**src/rtl/lamp_button_mode_controller_defines.svh**
```systemverilog
// Assertion macros for the lamp button mode controller.
// Included by the top level; depends on nothing else.
`ifndef LAMP_BUTTON_MODE_CONTROLLER_DEFINES_SVH
`define LAMP_BUTTON_MODE_CONTROLLER_DEFINES_SVH

// The consequent must hold in the same cycle as the antecedent.
`define LBM_ASSERT_NOW(lbl, clk, rst_n, ante, cons, msg) \
  lbl: assert property (@(posedge clk) disable iff (!rst_n) (ante) |-> (cons)) \
    else $error(msg);

// The consequent must hold in the cycle after the antecedent.
`define LBM_ASSERT_NEXT(lbl, clk, rst_n, ante, cons, msg) \
  lbl: assert property (@(posedge clk) disable iff (!rst_n) (ante) |=> (cons)) \
    else $error(msg);

`endif

```
**src/rtl/lbm_pkg.sv**
```systemverilog
// Shared widths, reset values and unit request/response types for the
// lamp button mode controller. No dependencies.
package lbm_pkg;

  // Field widths.
  localparam int LBM_HOLD_W   = 24;
  localparam int LBM_CFG_W    = 16;
  localparam int LBM_BRIGHT_W = 8;

  // Serial multiplier: wide operand times an 8-bit operand.
  localparam int LBM_MUL_A_W   = 24;
  localparam int LBM_MUL_B_W   = 8;
  localparam int LBM_PROD_W    = LBM_MUL_A_W + LBM_MUL_B_W;
  localparam int LBM_MUL_CNT_W = $clog2(LBM_MUL_B_W);

  // Serial divider: 32-bit dividend, 24-bit divisor.
  localparam int LBM_DIV_N_W   = 32;
  localparam int LBM_DIV_D_W   = 24;
  localparam int LBM_DIV_CNT_W = $clog2(LBM_DIV_N_W);

  // Brightness limits and reset values.
  localparam logic [LBM_BRIGHT_W-1:0] LBM_BRIGHT_MAX   = 8'd255;
  localparam logic [LBM_BRIGHT_W-1:0] LBM_BRIGHT_RESET = 8'd50;

  localparam logic [LBM_CFG_W-1:0]    LBM_HOLD_MIN_RST = 16'd500;
  localparam logic [LBM_CFG_W-1:0]    LBM_RAMP_RST     = 16'd4000;
  localparam logic [LBM_CFG_W-1:0]    LBM_PERIOD_RST   = 16'd10000;
  localparam logic [LBM_BRIGHT_W-1:0] LBM_MIN_BRT_RST  = 8'd15;

  typedef struct packed {
    logic                   start;
    logic [LBM_MUL_A_W-1:0] a;
    logic [LBM_MUL_B_W-1:0] b;
  } lbm_mul_req_t;

  typedef struct packed {
    logic                  busy;
    logic                  done;
    logic [LBM_PROD_W-1:0] prod;
  } lbm_mul_rsp_t;

  typedef struct packed {
    logic                   start;
    logic [LBM_DIV_N_W-1:0] num;
    logic [LBM_DIV_D_W-1:0] den;
  } lbm_div_req_t;

  typedef struct packed {
    logic                   busy;
    logic                   done;
    logic [LBM_DIV_N_W-1:0] quo;
    logic [LBM_DIV_D_W-1:0] rem;
  } lbm_div_rsp_t;

endpackage

```
**src/rtl/lbm_mul.sv**
```systemverilog
// Bit-serial shift-add multiplier, one bit of the narrow operand per cycle.
// Depends on lbm_pkg.
module lbm_mul (
  input  logic                 clk_i,
  input  logic                 rst_ni,
  input  lbm_pkg::lbm_mul_req_t req_i,
  output lbm_pkg::lbm_mul_rsp_t rsp_o
);

  logic [lbm_pkg::LBM_MUL_A_W-1:0]   a_q;
  logic [lbm_pkg::LBM_MUL_B_W-1:0]   b_q;
  logic [lbm_pkg::LBM_PROD_W-1:0]    acc_q;
  logic [lbm_pkg::LBM_MUL_CNT_W-1:0] cnt_q;
  logic                              busy_q;
  logic                              done_q;
  logic [lbm_pkg::LBM_PROD_W-1:0]    addend;

  // The multiplicand is added when the current top bit of the multiplier is set.
  assign addend = b_q[lbm_pkg::LBM_MUL_B_W-1] ? lbm_pkg::LBM_PROD_W'(a_q) : '0;

  // Multiplier bits are consumed from the top, the product shifts left each step.
  always_ff @(posedge clk_i or negedge rst_ni) begin
    if (!rst_ni) begin
      a_q    <= '0;
      b_q    <= '0;
      acc_q  <= '0;
      cnt_q  <= '0;
      busy_q <= 1'b0;
      done_q <= 1'b0;
    end else begin
      done_q <= 1'b0;
      if (req_i.start) begin
        a_q    <= req_i.a;
        b_q    <= req_i.b;
        acc_q  <= '0;
        cnt_q  <= '0;
        busy_q <= 1'b1;
      end else if (busy_q) begin
        acc_q <= {acc_q[lbm_pkg::LBM_PROD_W-2:0], 1'b0} + addend;
        b_q   <= {b_q[lbm_pkg::LBM_MUL_B_W-2:0], 1'b0};
        cnt_q <= cnt_q + 1'b1;
        if (cnt_q == lbm_pkg::LBM_MUL_CNT_W'(lbm_pkg::LBM_MUL_B_W - 1)) begin
          busy_q <= 1'b0;
          done_q <= 1'b1;
        end
      end
    end
  end

  assign rsp_o.busy = busy_q;
  assign rsp_o.done = done_q;
  assign rsp_o.prod = acc_q;

endmodule

```
**src/rtl/lbm_div.sv**
```systemverilog
// Restoring bit-serial divider, one quotient bit per cycle.
// Depends on lbm_pkg.
module lbm_div (
  input  logic                 clk_i,
  input  logic                 rst_ni,
  input  lbm_pkg::lbm_div_req_t req_i,
  output lbm_pkg::lbm_div_rsp_t rsp_o
);

  logic [lbm_pkg::LBM_DIV_N_W-1:0]   n_q;
  logic [lbm_pkg::LBM_DIV_D_W-1:0]   d_q;
  logic [lbm_pkg::LBM_DIV_D_W-1:0]   r_q;
  logic [lbm_pkg::LBM_DIV_CNT_W-1:0] cnt_q;
  logic                              busy_q;
  logic                              done_q;
  logic [lbm_pkg::LBM_DIV_D_W:0]     trial;
  logic [lbm_pkg::LBM_DIV_D_W:0]     diff;
  logic                              fits;

  // Bring down the next dividend bit and try a subtraction.
  assign trial = {r_q, n_q[lbm_pkg::LBM_DIV_N_W-1]};
  assign fits  = (trial >= {1'b0, d_q});
  assign diff  = trial - {1'b0, d_q};

  // The dividend register fills with quotient bits from the bottom.
  always_ff @(posedge clk_i or negedge rst_ni) begin
    if (!rst_ni) begin
      n_q    <= '0;
      d_q    <= '0;
      r_q    <= '0;
      cnt_q  <= '0;
      busy_q <= 1'b0;
      done_q <= 1'b0;
    end else begin
      done_q <= 1'b0;
      if (req_i.start) begin
        n_q    <= req_i.num;
        d_q    <= req_i.den;
        r_q    <= '0;
        cnt_q  <= '0;
        busy_q <= 1'b1;
      end else if (busy_q) begin
        n_q   <= {n_q[lbm_pkg::LBM_DIV_N_W-2:0], fits};
        r_q   <= fits ? diff[lbm_pkg::LBM_DIV_D_W-1:0] : trial[lbm_pkg::LBM_DIV_D_W-1:0];
        cnt_q <= cnt_q + 1'b1;
        if (cnt_q == lbm_pkg::LBM_DIV_CNT_W'(lbm_pkg::LBM_DIV_N_W - 1)) begin
          busy_q <= 1'b0;
          done_q <= 1'b1;
        end
      end
    end
  end

  assign rsp_o.busy = busy_q;
  assign rsp_o.done = done_q;
  assign rsp_o.quo  = n_q;
  assign rsp_o.rem  = r_q;

endmodule

```
**src/rtl/lamp_button_mode_controller.sv**
```systemverilog
// Top level of the lamp button mode controller: lamp state, event sequencer.
// Depends on lbm_pkg, lbm_mul, lbm_div and lamp_button_mode_controller_defines.svh.
//
//  Channel | Direction | Handshake             | Word
//  in      | input     | in_valid_i/in_stall_o | req_type, click_count, hold_ms
//  out     | output    | out_valid_o/out_stall_i | lamp state snapshot
//  cfg     | input     | cfg_valid_i/cfg_ready_o | cfg_index_i, cfg_data_i
//
// One word at a time. Clicks, hold ends and trivial holds go from DECODE to EMIT.
// A brightness ramp: R_MUL1, R_DIV1 and, unless of zero length, R_MUL2, R_DIV2.
// A colour sweep: C_MUL1, C_DIV1, C_MOD, C_MUL2, C_DIV2; serial units in series.
// Reset clears all state asynchronously; no clearing pass is needed.
// A finished word waits in the output register while the next input is accepted.
`include "lamp_button_mode_controller_defines.svh"

module lamp_button_mode_controller (
  input  logic        clk_i,
  input  logic        rst_ni,
  input  logic        in_valid_i,
  output logic        in_stall_o,
  input  logic        req_type_i,
  input  logic [2:0]  click_count_i,
  input  logic [23:0] hold_ms_i,
  output logic        out_valid_o,
  input  logic        out_stall_i,
  output logic        lamp_on_o,
  output logic [2:0]  color_mode_o,
  output logic [1:0]  color_substate_o,
  output logic [7:0]  brightness_out_o,
  output logic [7:0]  color_index_out_o,
  output logic        show_battery_o,
  input  logic        cfg_valid_i,
  output logic        cfg_ready_o,
  input  logic [1:0]  cfg_index_i,
  input  logic [15:0] cfg_data_i
);

  typedef enum logic [1:0] {
    CFG_HOLD_MIN   = 2'd0,
    CFG_RAMP       = 2'd1,
    CFG_PERIOD     = 2'd2,
    CFG_MIN_BRIGHT = 2'd3
  } cfg_idx_e;

  typedef enum logic [3:0] {
    ST_IDLE,
    ST_DECODE,
    ST_R_MUL1,
    ST_R_DIV1,
    ST_R_MUL2,
    ST_R_DIV2,
    ST_C_MUL1,
    ST_C_DIV1,
    ST_C_MOD,
    ST_C_MUL2,
    ST_C_DIV2,
    ST_EMIT
  } state_e;

  localparam logic       REQ_CLICK  = 1'b0;
  localparam logic [2:0] N_NONE     = 3'd0;
  localparam logic [2:0] N_TOGGLE   = 3'd1;
  localparam logic [2:0] N_SUBSTATE = 3'd2;
  localparam logic [2:0] N_MODE_UP  = 3'd3;
  localparam logic [2:0] N_MODE_DN  = 3'd4;
  localparam logic [2:0] N_BATTERY  = 3'd5;
  localparam logic [2:0] MODE_MAX   = 3'd4;

  // Highest sub-state of each mode.
  function automatic logic [2:0] sub_max(input logic [2:0] mode);
    logic [2:0] mx;
    unique case (mode)
      3'd0:    mx = 3'd1;
      3'd1:    mx = 3'd3;
      3'd2:    mx = 3'd2;
      3'd3:    mx = 3'd1;
      default: mx = 3'd0;
    endcase
    return mx;
  endfunction

  // Step the sub-state, wrapping one past the maximum to zero and clamping beyond it.
  function automatic logic [1:0] sub_next(input logic [2:0] mode, input logic [1:0] sub);
    logic [2:0] v;
    logic [2:0] mx;
    logic [2:0] r;
    v  = {1'b0, sub} + 3'd1;
    mx = sub_max(mode);
    if (v == mx + 3'd1) r = 3'd0;
    else if (v > mx)    r = mx;
    else                r = v;
    return r[1:0];
  endfunction

  function automatic logic [2:0] mode_up(input logic [2:0] mode);
    logic [3:0] v;
    logic [2:0] r;
    v = {1'b0, mode} + 4'd1;
    if (v == {1'b0, MODE_MAX} + 4'd1) r = 3'd0;
    else if (v > {1'b0, MODE_MAX})    r = MODE_MAX;
    else                              r = v[2:0];
    return r;
  endfunction

  function automatic logic [2:0] mode_down(input logic [2:0] mode);
    logic [2:0] v;
    logic [2:0] r;
    v = mode - 3'd1;
    if (mode == 3'd0)     r = MODE_MAX;
    else if (v > MODE_MAX) r = MODE_MAX;
    else                  r = v;
    return r;
  endfunction

  // Configuration registers.
  logic [15:0] hold_min_q;
  logic [15:0] ramp_q;
  logic [15:0] period_q;
  logic [7:0]  min_bright_q;

  // Lamp state.
  logic       active_q;
  logic [2:0] mode_q;
  logic [1:0] sub_q;
  logic [7:0] bright_q;
  logic [7:0] base_q;
  logic [7:0] index_q;
  logic [7:0] saved_q;
  logic       battery_q;

  // Latched event and working values.
  state_e      state_q;
  logic        req_q;
  logic [2:0]  cnt_q;
  logic [23:0] hold_q;
  logic [23:0] d_q;
  logic [15:0] p_q;
  logic [7:0]  gap_q;
  logic [23:0] len_q;

  // Output register.
  logic       out_valid_q;
  logic       lamp_on_q;
  logic [2:0] color_mode_q;
  logic [1:0] color_sub_q;
  logic [7:0] brightness_q;
  logic [7:0] color_index_q;
  logic       show_battery_q;

  lbm_pkg::lbm_mul_req_t mul_req_q;
  lbm_pkg::lbm_mul_rsp_t mul_rsp;
  lbm_pkg::lbm_div_req_t div_req_q;
  lbm_pkg::lbm_div_rsp_t div_rsp;

  logic        in_accept;
  logic        out_free;
  logic        ending;
  logic        up;
  logic [23:0] d_sat;
  logic [15:0] p_eff;
  logic [7:0]  range_w;
  logic [7:0]  gap_up;
  logic [7:0]  gap_dn;
  logic [7:0]  gap_sel;
  logic [7:0]  ramp_target;
  logic [23:0] len_w;
  logic [23:0] x_sel;
  logic [15:0] shift_w;
  logic [31:0] num_c;

  assign in_accept = in_valid_i && !in_stall_o;
  assign out_free  = !out_valid_q || !out_stall_i;

  // Hold time after the minimum, ramp gaps and the effective colour period.
  always_comb begin
    ending      = (hold_q[23:1] == 23'd0);
    up          = (cnt_q == N_TOGGLE);
    d_sat       = (hold_q > {8'd0, hold_min_q}) ? hold_q - {8'd0, hold_min_q} : 24'd0;
    p_eff       = (period_q == 16'd0) ? 16'd1 : period_q;
    range_w     = lbm_pkg::LBM_BRIGHT_MAX - min_bright_q;
    gap_up      = lbm_pkg::LBM_BRIGHT_MAX - base_q;
    gap_dn      = (base_q > min_bright_q) ? base_q - min_bright_q : 8'd0;
    gap_sel     = up ? gap_up : gap_dn;
    ramp_target = up ? lbm_pkg::LBM_BRIGHT_MAX : min_bright_q;
    len_w       = div_rsp.quo[23:0];
    x_sel       = (d_q < len_w) ? d_q : len_w;
    shift_w     = div_rsp.quo[15:0];
    if (cnt_q == N_MODE_UP) begin
      num_c = 32'(d_q) + 32'(shift_w);
    end else if (d_q < {8'd0, shift_w}) begin
      num_c = {16'd0, p_q - (shift_w - d_q[15:0])};
    end else begin
      num_c = {8'd0, d_q - {8'd0, shift_w}};
    end
  end

  // Configuration writes must only be issued while the block is idle; unchecked here.
  assign cfg_ready_o = 1'b1;

  always_ff @(posedge clk_i or negedge rst_ni) begin
    if (!rst_ni) begin
      hold_min_q   <= lbm_pkg::LBM_HOLD_MIN_RST;
      ramp_q       <= lbm_pkg::LBM_RAMP_RST;
      period_q     <= lbm_pkg::LBM_PERIOD_RST;
      min_bright_q <= lbm_pkg::LBM_MIN_BRT_RST;
    end else if (cfg_valid_i && cfg_ready_o) begin
      unique case (cfg_idx_e'(cfg_index_i))
        CFG_HOLD_MIN:   hold_min_q   <= cfg_data_i;
        CFG_RAMP:       ramp_q       <= cfg_data_i;
        CFG_PERIOD:     period_q     <= cfg_data_i;
        CFG_MIN_BRIGHT: min_bright_q <= cfg_data_i[7:0];
        default: ;
      endcase
    end
  end

  // Event sequencer with lamp state and the output register.
  always_ff @(posedge clk_i or negedge rst_ni) begin
    if (!rst_ni) begin
      state_q        <= ST_IDLE;
      active_q       <= 1'b0;
      mode_q         <= 3'd0;
      sub_q          <= 2'd0;
      bright_q       <= lbm_pkg::LBM_BRIGHT_RESET;
      base_q         <= lbm_pkg::LBM_BRIGHT_RESET;
      index_q        <= 8'd0;
      saved_q        <= 8'd0;
      battery_q      <= 1'b0;
      req_q          <= REQ_CLICK;
      cnt_q          <= N_NONE;
      hold_q         <= 24'd0;
      d_q            <= 24'd0;
      p_q            <= 16'd1;
      gap_q          <= 8'd0;
      len_q          <= 24'd0;
      mul_req_q      <= '0;
      div_req_q      <= '0;
      out_valid_q    <= 1'b0;
      lamp_on_q      <= 1'b0;
      color_mode_q   <= 3'd0;
      color_sub_q    <= 2'd0;
      brightness_q   <= lbm_pkg::LBM_BRIGHT_RESET;
      color_index_q  <= 8'd0;
      show_battery_q <= 1'b0;
    end else begin
      mul_req_q.start <= 1'b0;
      div_req_q.start <= 1'b0;
      if (out_valid_q && !out_stall_i) begin
        out_valid_q <= 1'b0;
      end

      unique case (state_q)
        ST_IDLE: begin
          if (in_accept) begin
            req_q   <= req_type_i;
            cnt_q   <= click_count_i;
            hold_q  <= hold_ms_i;
            state_q <= ST_DECODE;
          end
        end

        ST_DECODE: begin
          state_q <= ST_EMIT;
          if (req_q == REQ_CLICK) begin
            // Click release: all updates settle here.
            if (cnt_q != N_NONE) begin
              battery_q <= (cnt_q == N_BATTERY);
            end
            case (cnt_q) inside
              N_TOGGLE: begin
                active_q <= ~active_q;
                index_q  <= 8'd0;
                saved_q  <= 8'd0;
              end
              N_SUBSTATE: begin
                if (active_q) begin
                  sub_q   <= sub_next(mode_q, sub_q);
                  index_q <= 8'd0;
                  saved_q <= 8'd0;
                end
              end
              N_MODE_UP, N_MODE_DN: begin
                if (active_q) begin
                  mode_q  <= (cnt_q == N_MODE_UP) ? mode_up(mode_q) : mode_down(mode_q);
                  sub_q   <= 2'd0;
                  index_q <= 8'd0;
                  saved_q <= 8'd0;
                end
              end
              default: ;
            endcase
          end else if (cnt_q != N_NONE && active_q) begin
            // Hold event on a lit lamp.
            battery_q <= 1'b0;
            d_q       <= d_sat;
            p_q       <= p_eff;
            case (cnt_q) inside
              N_TOGGLE, N_SUBSTATE: begin
                gap_q <= gap_sel;
                if (ending) begin
                  base_q <= bright_q;
                end else if (gap_sel == 8'd0) begin
                  bright_q <= base_q;
                end else if (range_w == 8'd0) begin
                  bright_q <= ramp_target;
                end else begin
                  mul_req_q <= '{start: 1'b1, a: {8'd0, ramp_q}, b: gap_sel};
                  state_q   <= ST_R_MUL1;
                end
              end
              N_MODE_UP, N_MODE_DN: begin
                if (ending) begin
                  saved_q <= index_q;
                end else begin
                  mul_req_q <= '{start: 1'b1, a: {8'd0, p_eff}, b: saved_q};
                  state_q   <= ST_C_MUL1;
                end
              end
              default: ;
            endcase
          end
        end

        // Ramp length: ramp_ms * gap / range.
        ST_R_MUL1: begin
          if (mul_rsp.done) begin
            div_req_q <= '{start: 1'b1, num: mul_rsp.prod, den: {16'd0, range_w}};
            state_q   <= ST_R_DIV1;
          end
        end

        ST_R_DIV1: begin
          if (div_rsp.done) begin
            len_q <= len_w;
            if (len_w == 24'd0) begin
              bright_q <= ramp_target;
              state_q  <= ST_EMIT;
            end else begin
              mul_req_q <= '{start: 1'b1, a: x_sel, b: gap_q};
              state_q   <= ST_R_MUL2;
            end
          end
        end

        // Brightness offset: min(d, len) * gap / len.
        ST_R_MUL2: begin
          if (mul_rsp.done) begin
            div_req_q <= '{start: 1'b1, num: mul_rsp.prod, den: len_q};
            state_q   <= ST_R_DIV2;
          end
        end

        ST_R_DIV2: begin
          if (div_rsp.done) begin
            bright_q <= up ? base_q + div_rsp.quo[7:0] : base_q - div_rsp.quo[7:0];
            state_q  <= ST_EMIT;
          end
        end

        // Sweep phase: period * saved_index / 255.
        ST_C_MUL1: begin
          if (mul_rsp.done) begin
            div_req_q <= '{start: 1'b1, num: mul_rsp.prod,
                           den: 24'(lbm_pkg::LBM_BRIGHT_MAX)};
            state_q   <= ST_C_DIV1;
          end
        end

        ST_C_DIV1: begin
          if (div_rsp.done) begin
            div_req_q <= '{start: 1'b1, num: num_c, den: {8'd0, p_q}};
            state_q   <= ST_C_MOD;
          end
        end

        // Position within the period, scaled to 0..254.
        ST_C_MOD: begin
          if (div_rsp.done) begin
            mul_req_q <= '{start: 1'b1, a: {8'd0, div_rsp.rem[15:0]},
                           b: lbm_pkg::LBM_BRIGHT_MAX};
            state_q   <= ST_C_MUL2;
          end
        end

        ST_C_MUL2: begin
          if (mul_rsp.done) begin
            div_req_q <= '{start: 1'b1, num: mul_rsp.prod, den: {8'd0, p_q}};
            state_q   <= ST_C_DIV2;
          end
        end

        ST_C_DIV2: begin
          if (div_rsp.done) begin
            index_q <= (cnt_q == N_MODE_UP) ? div_rsp.quo[7:0]
                                            : lbm_pkg::LBM_BRIGHT_MAX - div_rsp.quo[7:0];
            state_q <= ST_EMIT;
          end
        end

        // Hand the state to the output register once it is free.
        ST_EMIT: begin
          if (out_free) begin
            out_valid_q    <= 1'b1;
            lamp_on_q      <= active_q;
            color_mode_q   <= mode_q;
            color_sub_q    <= sub_q;
            brightness_q   <= bright_q;
            color_index_q  <= index_q;
            show_battery_q <= battery_q;
            state_q        <= ST_IDLE;
          end
        end

        default: state_q <= ST_IDLE;
      endcase
    end
  end

  lbm_mul u_mul (
    .clk_i  (clk_i),
    .rst_ni (rst_ni),
    .req_i  (mul_req_q),
    .rsp_o  (mul_rsp)
  );

  lbm_div u_div (
    .clk_i  (clk_i),
    .rst_ni (rst_ni),
    .req_i  (div_req_q),
    .rsp_o  (div_rsp)
  );

  assign in_stall_o        = (state_q != ST_IDLE);
  assign out_valid_o       = out_valid_q;
  assign lamp_on_o         = lamp_on_q;
  assign color_mode_o      = color_mode_q;
  assign color_substate_o  = color_sub_q;
  assign brightness_out_o  = brightness_q;
  assign color_index_out_o = color_index_q;
  assign show_battery_o    = show_battery_q;

  // Checks on the sequencer, the output word and the shared divider.
  `LBM_ASSERT_NEXT(a_accept_busy, clk_i, rst_ni, in_accept, in_stall_o, "no stall after accept")
  `LBM_ASSERT_NOW(a_mode_range, clk_i, rst_ni, out_valid_o, color_mode_o <= MODE_MAX, "mode range")
  `LBM_ASSERT_NOW(a_sub_range, clk_i, rst_ni, out_valid_o, {1'b0, color_substate_o} <= sub_max(color_mode_o), "substate range")
  `LBM_ASSERT_NOW(a_div_idle, clk_i, rst_ni, div_req_q.start, !div_rsp.busy, "divider restarted while busy")

endmodule

```
**config.mk**
```make
export PLATFORM = sky130hd
export DESIGN_NAME = lamp_button_mode_controller
export DESIGN_NICKNAME = d
export VERILOG_FILES = /design/src/rtl/lbm_pkg.sv /design/src/rtl/lbm_mul.sv /design/src/rtl/lbm_div.sv /design/src/rtl/lamp_button_mode_controller.sv
export VERILOG_INCLUDE_DIRS = /design/src /design/src/rtl
export SDC_FILE = /design/constraint.sdc
export NUM_CORES = 1
export LEC_CHECK = 0
export BUFFER_PORTS_ARGS = -buffer_cell sky130_fd_sc_hd__buf_2
export CORE_MARGIN = 1
export CORE_UTILIZATION = 35
export DETAILED_ROUTE_END_ITERATION = 12
export GPL_TIMING_DRIVEN = 0
export HOLD_SLACK_MARGIN = 0.12
export SLEW_MARGIN = 20
export SYNTH_ARGS = -nofsm -noshare
export SYNTH_HDL_FRONTEND = slang
export SYNTH_SLANG_ARGS = --single-unit
```
**constraint.sdc**
```tcl
create_clock -name clk_i -period 8.4 [get_ports clk_i]
set_input_delay 0.84 -clock clk_i [delete_from_list [all_inputs] [get_ports clk_i]]
set_output_delay 0.84 -clock clk_i [all_outputs]
set_load 0.01 [all_outputs]
```
==> impl_metrics.env <==
export IMPL_status="finished, final reports clean"
export IMPL_hold_violations=0
export IMPL_die_x_um=285.2
export IMPL_critPathRequiredTime_ns=8.86
export IMPL_nets=3310
export IMPL_cts_htree_levels=2
export IMPL_yosysTopAreaCellShare_pct=39.05
export IMPL_rows=103
export IMPL_vias=23333
export IMPL_wl_per_cell_um=21.97
export IMPL_post_route_period_util_pct=57.76
export IMPL_yosysWarnings=0
export IMPL_ys_top_cells_by_count="438 x dfrtp_1, 303 x nand2_1, 277 x o21ai_0"
export IMPL_globalplace_congestion=0.9912
export IMPL_dp_cells=4083
export IMPL_worst_slew_pin_slew_ns=1.095
export IMPL_clockBufferDepth=3
export IMPL_report_final_setup_viol=0
export IMPL_dieArea_um2=81320
export IMPL_cts_root_buf="clkbuf_16"
export IMPL_die_y_um=285.2
export IMPL_core_area_um2=79130
export IMPL_antenna_found_initial=0
export IMPL_min_period_ns=4.852
export IMPL_io_buffers=75
export IMPL_insertion_delay_ns=0.61
export IMPL_layout_setup_ws_ns=3.548
export IMPL_cts_buffers=51
export IMPL_routed_wl_um=91740
export IMPL_cp_max_fo=10
export IMPL_pre_cts_slack_ns=3.628
export IMPL_hp_class="input pin to asynchronous set/reset pin"
export IMPL_ys_ff_latch=469
export IMPL_power_density_nw_per_um2=325.3
export IMPL_avgSynthCellArea_um2=9.507
export IMPL_fmax_mhz=206.1
export IMPL_synth_seq_area_share_pct=41.96
export IMPL_end_kind="flop"
export IMPL_synth_edf_count=0
export IMPL_cap_violations=0
export IMPL_n_antenna_cell=0
export IMPL_top_level_ports=77
export IMPL_start_util_pct=35.47
export IMPL_syn2layout_area_growth_pct=13.11
export IMPL_cts_tree="built"
export IMPL_rsz0062_at_grt="no"
export IMPL_hpwl_um=71120
export IMPL_ant_nets=0
export IMPL_grt_max_degree=94
export IMPL_async_reset_ff_share_pct=100.0
export IMPL_ys_types=87
export IMPL_slew_violations=0
export IMPL_drive_gt1_share_pct=12.25
export IMPL_critPathKind="flop to flop"
export IMPL_grtUsageTotal_pct=22.30
export IMPL_start_kind="flop"
export IMPL_yosys_cell_count_top_type="dfrtp_1"
export IMPL_syn_nets=3176
export IMPL_drc=0
export IMPL_syn_inst=2952
export IMPL_leakage_nw=14.14
export IMPL_grt_pass1_wl_um=139500
export IMPL_instances_no_fill=4176
export IMPL_cts_sinks=469
export IMPL_synth_top_flop_cell="dfrtp_1"
export IMPL_fin_skew_ns=0.02486
export IMPL_timing_slew_headroom_pct=26.42
export IMPL_drt_iter0_drc=1940
export IMPL_synth_top_cell_by_area="dfrtp_1"
export IMPL_grt_pass1_vias=22637
export IMPL_cts_resized=0
export IMPL_synth_area_leaders="dfrtp_1 39%, ha_1 6.7%, mux2_2 5.4%"
export IMPL_cts_setup_buffers=0
export IMPL_grt_ovfl_total=0
export IMPL_firstDrtPassIters=7
export IMPL_vias_per_cell=5.587
export IMPL_syn_area_um2=28070
export IMPL_vdd_drop_max_mv=0.2268
export IMPL_path_clk_slew_ns=0.06
export IMPL_worstPathArrival_ns=5.31
export IMPL_cts_hold_buf=0
-- layout by cell type, fill, tap and decap left out, types with 48 or more instances in the layout --
master / count
xnor2_1: 72
ha_1: 150
mux2i_1: 98
clkbuf_1: 133
nand2_1: 303
clkbuf_16: 53
xor2_1: 49
dfrtp_1: 438
buf_2: 85
mux2_2: 134
nor2_1: 203
o21ai_0: 277
a21oi_1: 139
a211oi_1: 48
inv_1: 183
-- area by class of cell --
type	count	area, µm²
fillers	7996	47380
multi-input cells	2149	15030
flip-flops and latches	469	11780
clock buffers	69	1456
well taps	1050	1314
inverters	184	690.7
plain buffers	150	591.8
repair buffers	81	530.5
clock inverters	24	352.8
-- flip-flops by register name (all words and copies together) (netlist names), 24 cells and up --
signal	flops
d_q	24
div_req_q	57
hold_q	24
len_q	24
mul_req_q	33
u_div.d_q	24
u_div.n_q	32
u_div.r_q	24
u_mul.a_q	24
u_mul.acc_q	32
-- where the power goes --
part | switching [mW] | internal (mW)
logic | 2.85 | 1.90
registers | 0.446 | 2.67
clock network | 0.993 | 1.46
-- final timing paths --
path | from | to | slack [ns] | depth (start not counted)
max in group asynchronous | rst_ni | period_q[4] | 6.48 | 4
max reg2reg | u_div.n_q[2] | mul_req_q[18] | 3.55 | 13
min in group clk_i | hold_ms_i[6] | hold_q[6] | 0.46 | 2
max | u_div.n_q[2] | mul_req_q[18] | 3.55 | 13
min | rst_ni | u_mul.acc_q[31] | 0.18 | 1
min reg2reg | div_req_q[8] | div_req_q[8] | 0.48 | 2
-- cells by family (layout without fill, tap and decap cells) --
kind of cell / count (synthesis) / in the layout / synth area share [%]
compound gates: 829 / 829 / 19.35
xor+xnor: 121 / 121 / 3.776
fa+ha+maj: 173 / 173 / 8.328
buf+inv: 334 / 508 / 4.570
flops: 469 / 469 / 41.96
mux: 232 / 232 / 8.872
other cells: 1 / 1 / 0.01336
simple gates: 793 / 793 / 13.14
-- metal layers --
layer | vias to the layer above | global-route usage (%) | part of all wire, %
met5 | - | 0 | 0
met4 | 0 | 11.10 | 5.4
met3 | 177 | 2.976 | 5.8
met2 | 773 | 34.48 | 44
met1 | 11518 | 30.62 | 45
li1 | 10865 | - | -
-- critical path: stages (launching register included) --
cell and delay [ns]:
dfrtp_1 0.70, inv_1 0.30, ha_1 0.35, clkbuf_1 0.29
a211oi_1 0.14, o21ai_1 0.30, o31ai_1 0.23, a31o_2 0.28
nand2_1 0.21, a41oi_1 0.19, o31ai_2 0.83, buf_2 0.47
mux2i_1 0.31, o21ai_1 0.09
-- metrics by stage --
stage	total power [mW]	util [%]	area, µm²	setup TNS, ns	hold WS (ns)
floorplan	6.386	-	28070	0	0.4391
global placement	7.762	37.60	29750	-1500.31	0.4536
detailed placement	7.790	37.82	29920	0	0.4614
CTS	10.28	40.10	31730	0	0.1772
global route	10.92	40.12	31740	0	0.1999
finish	10.33	40.12	31740	0	0.1835
No activity file was read; power rests on OpenSTA's default activity.
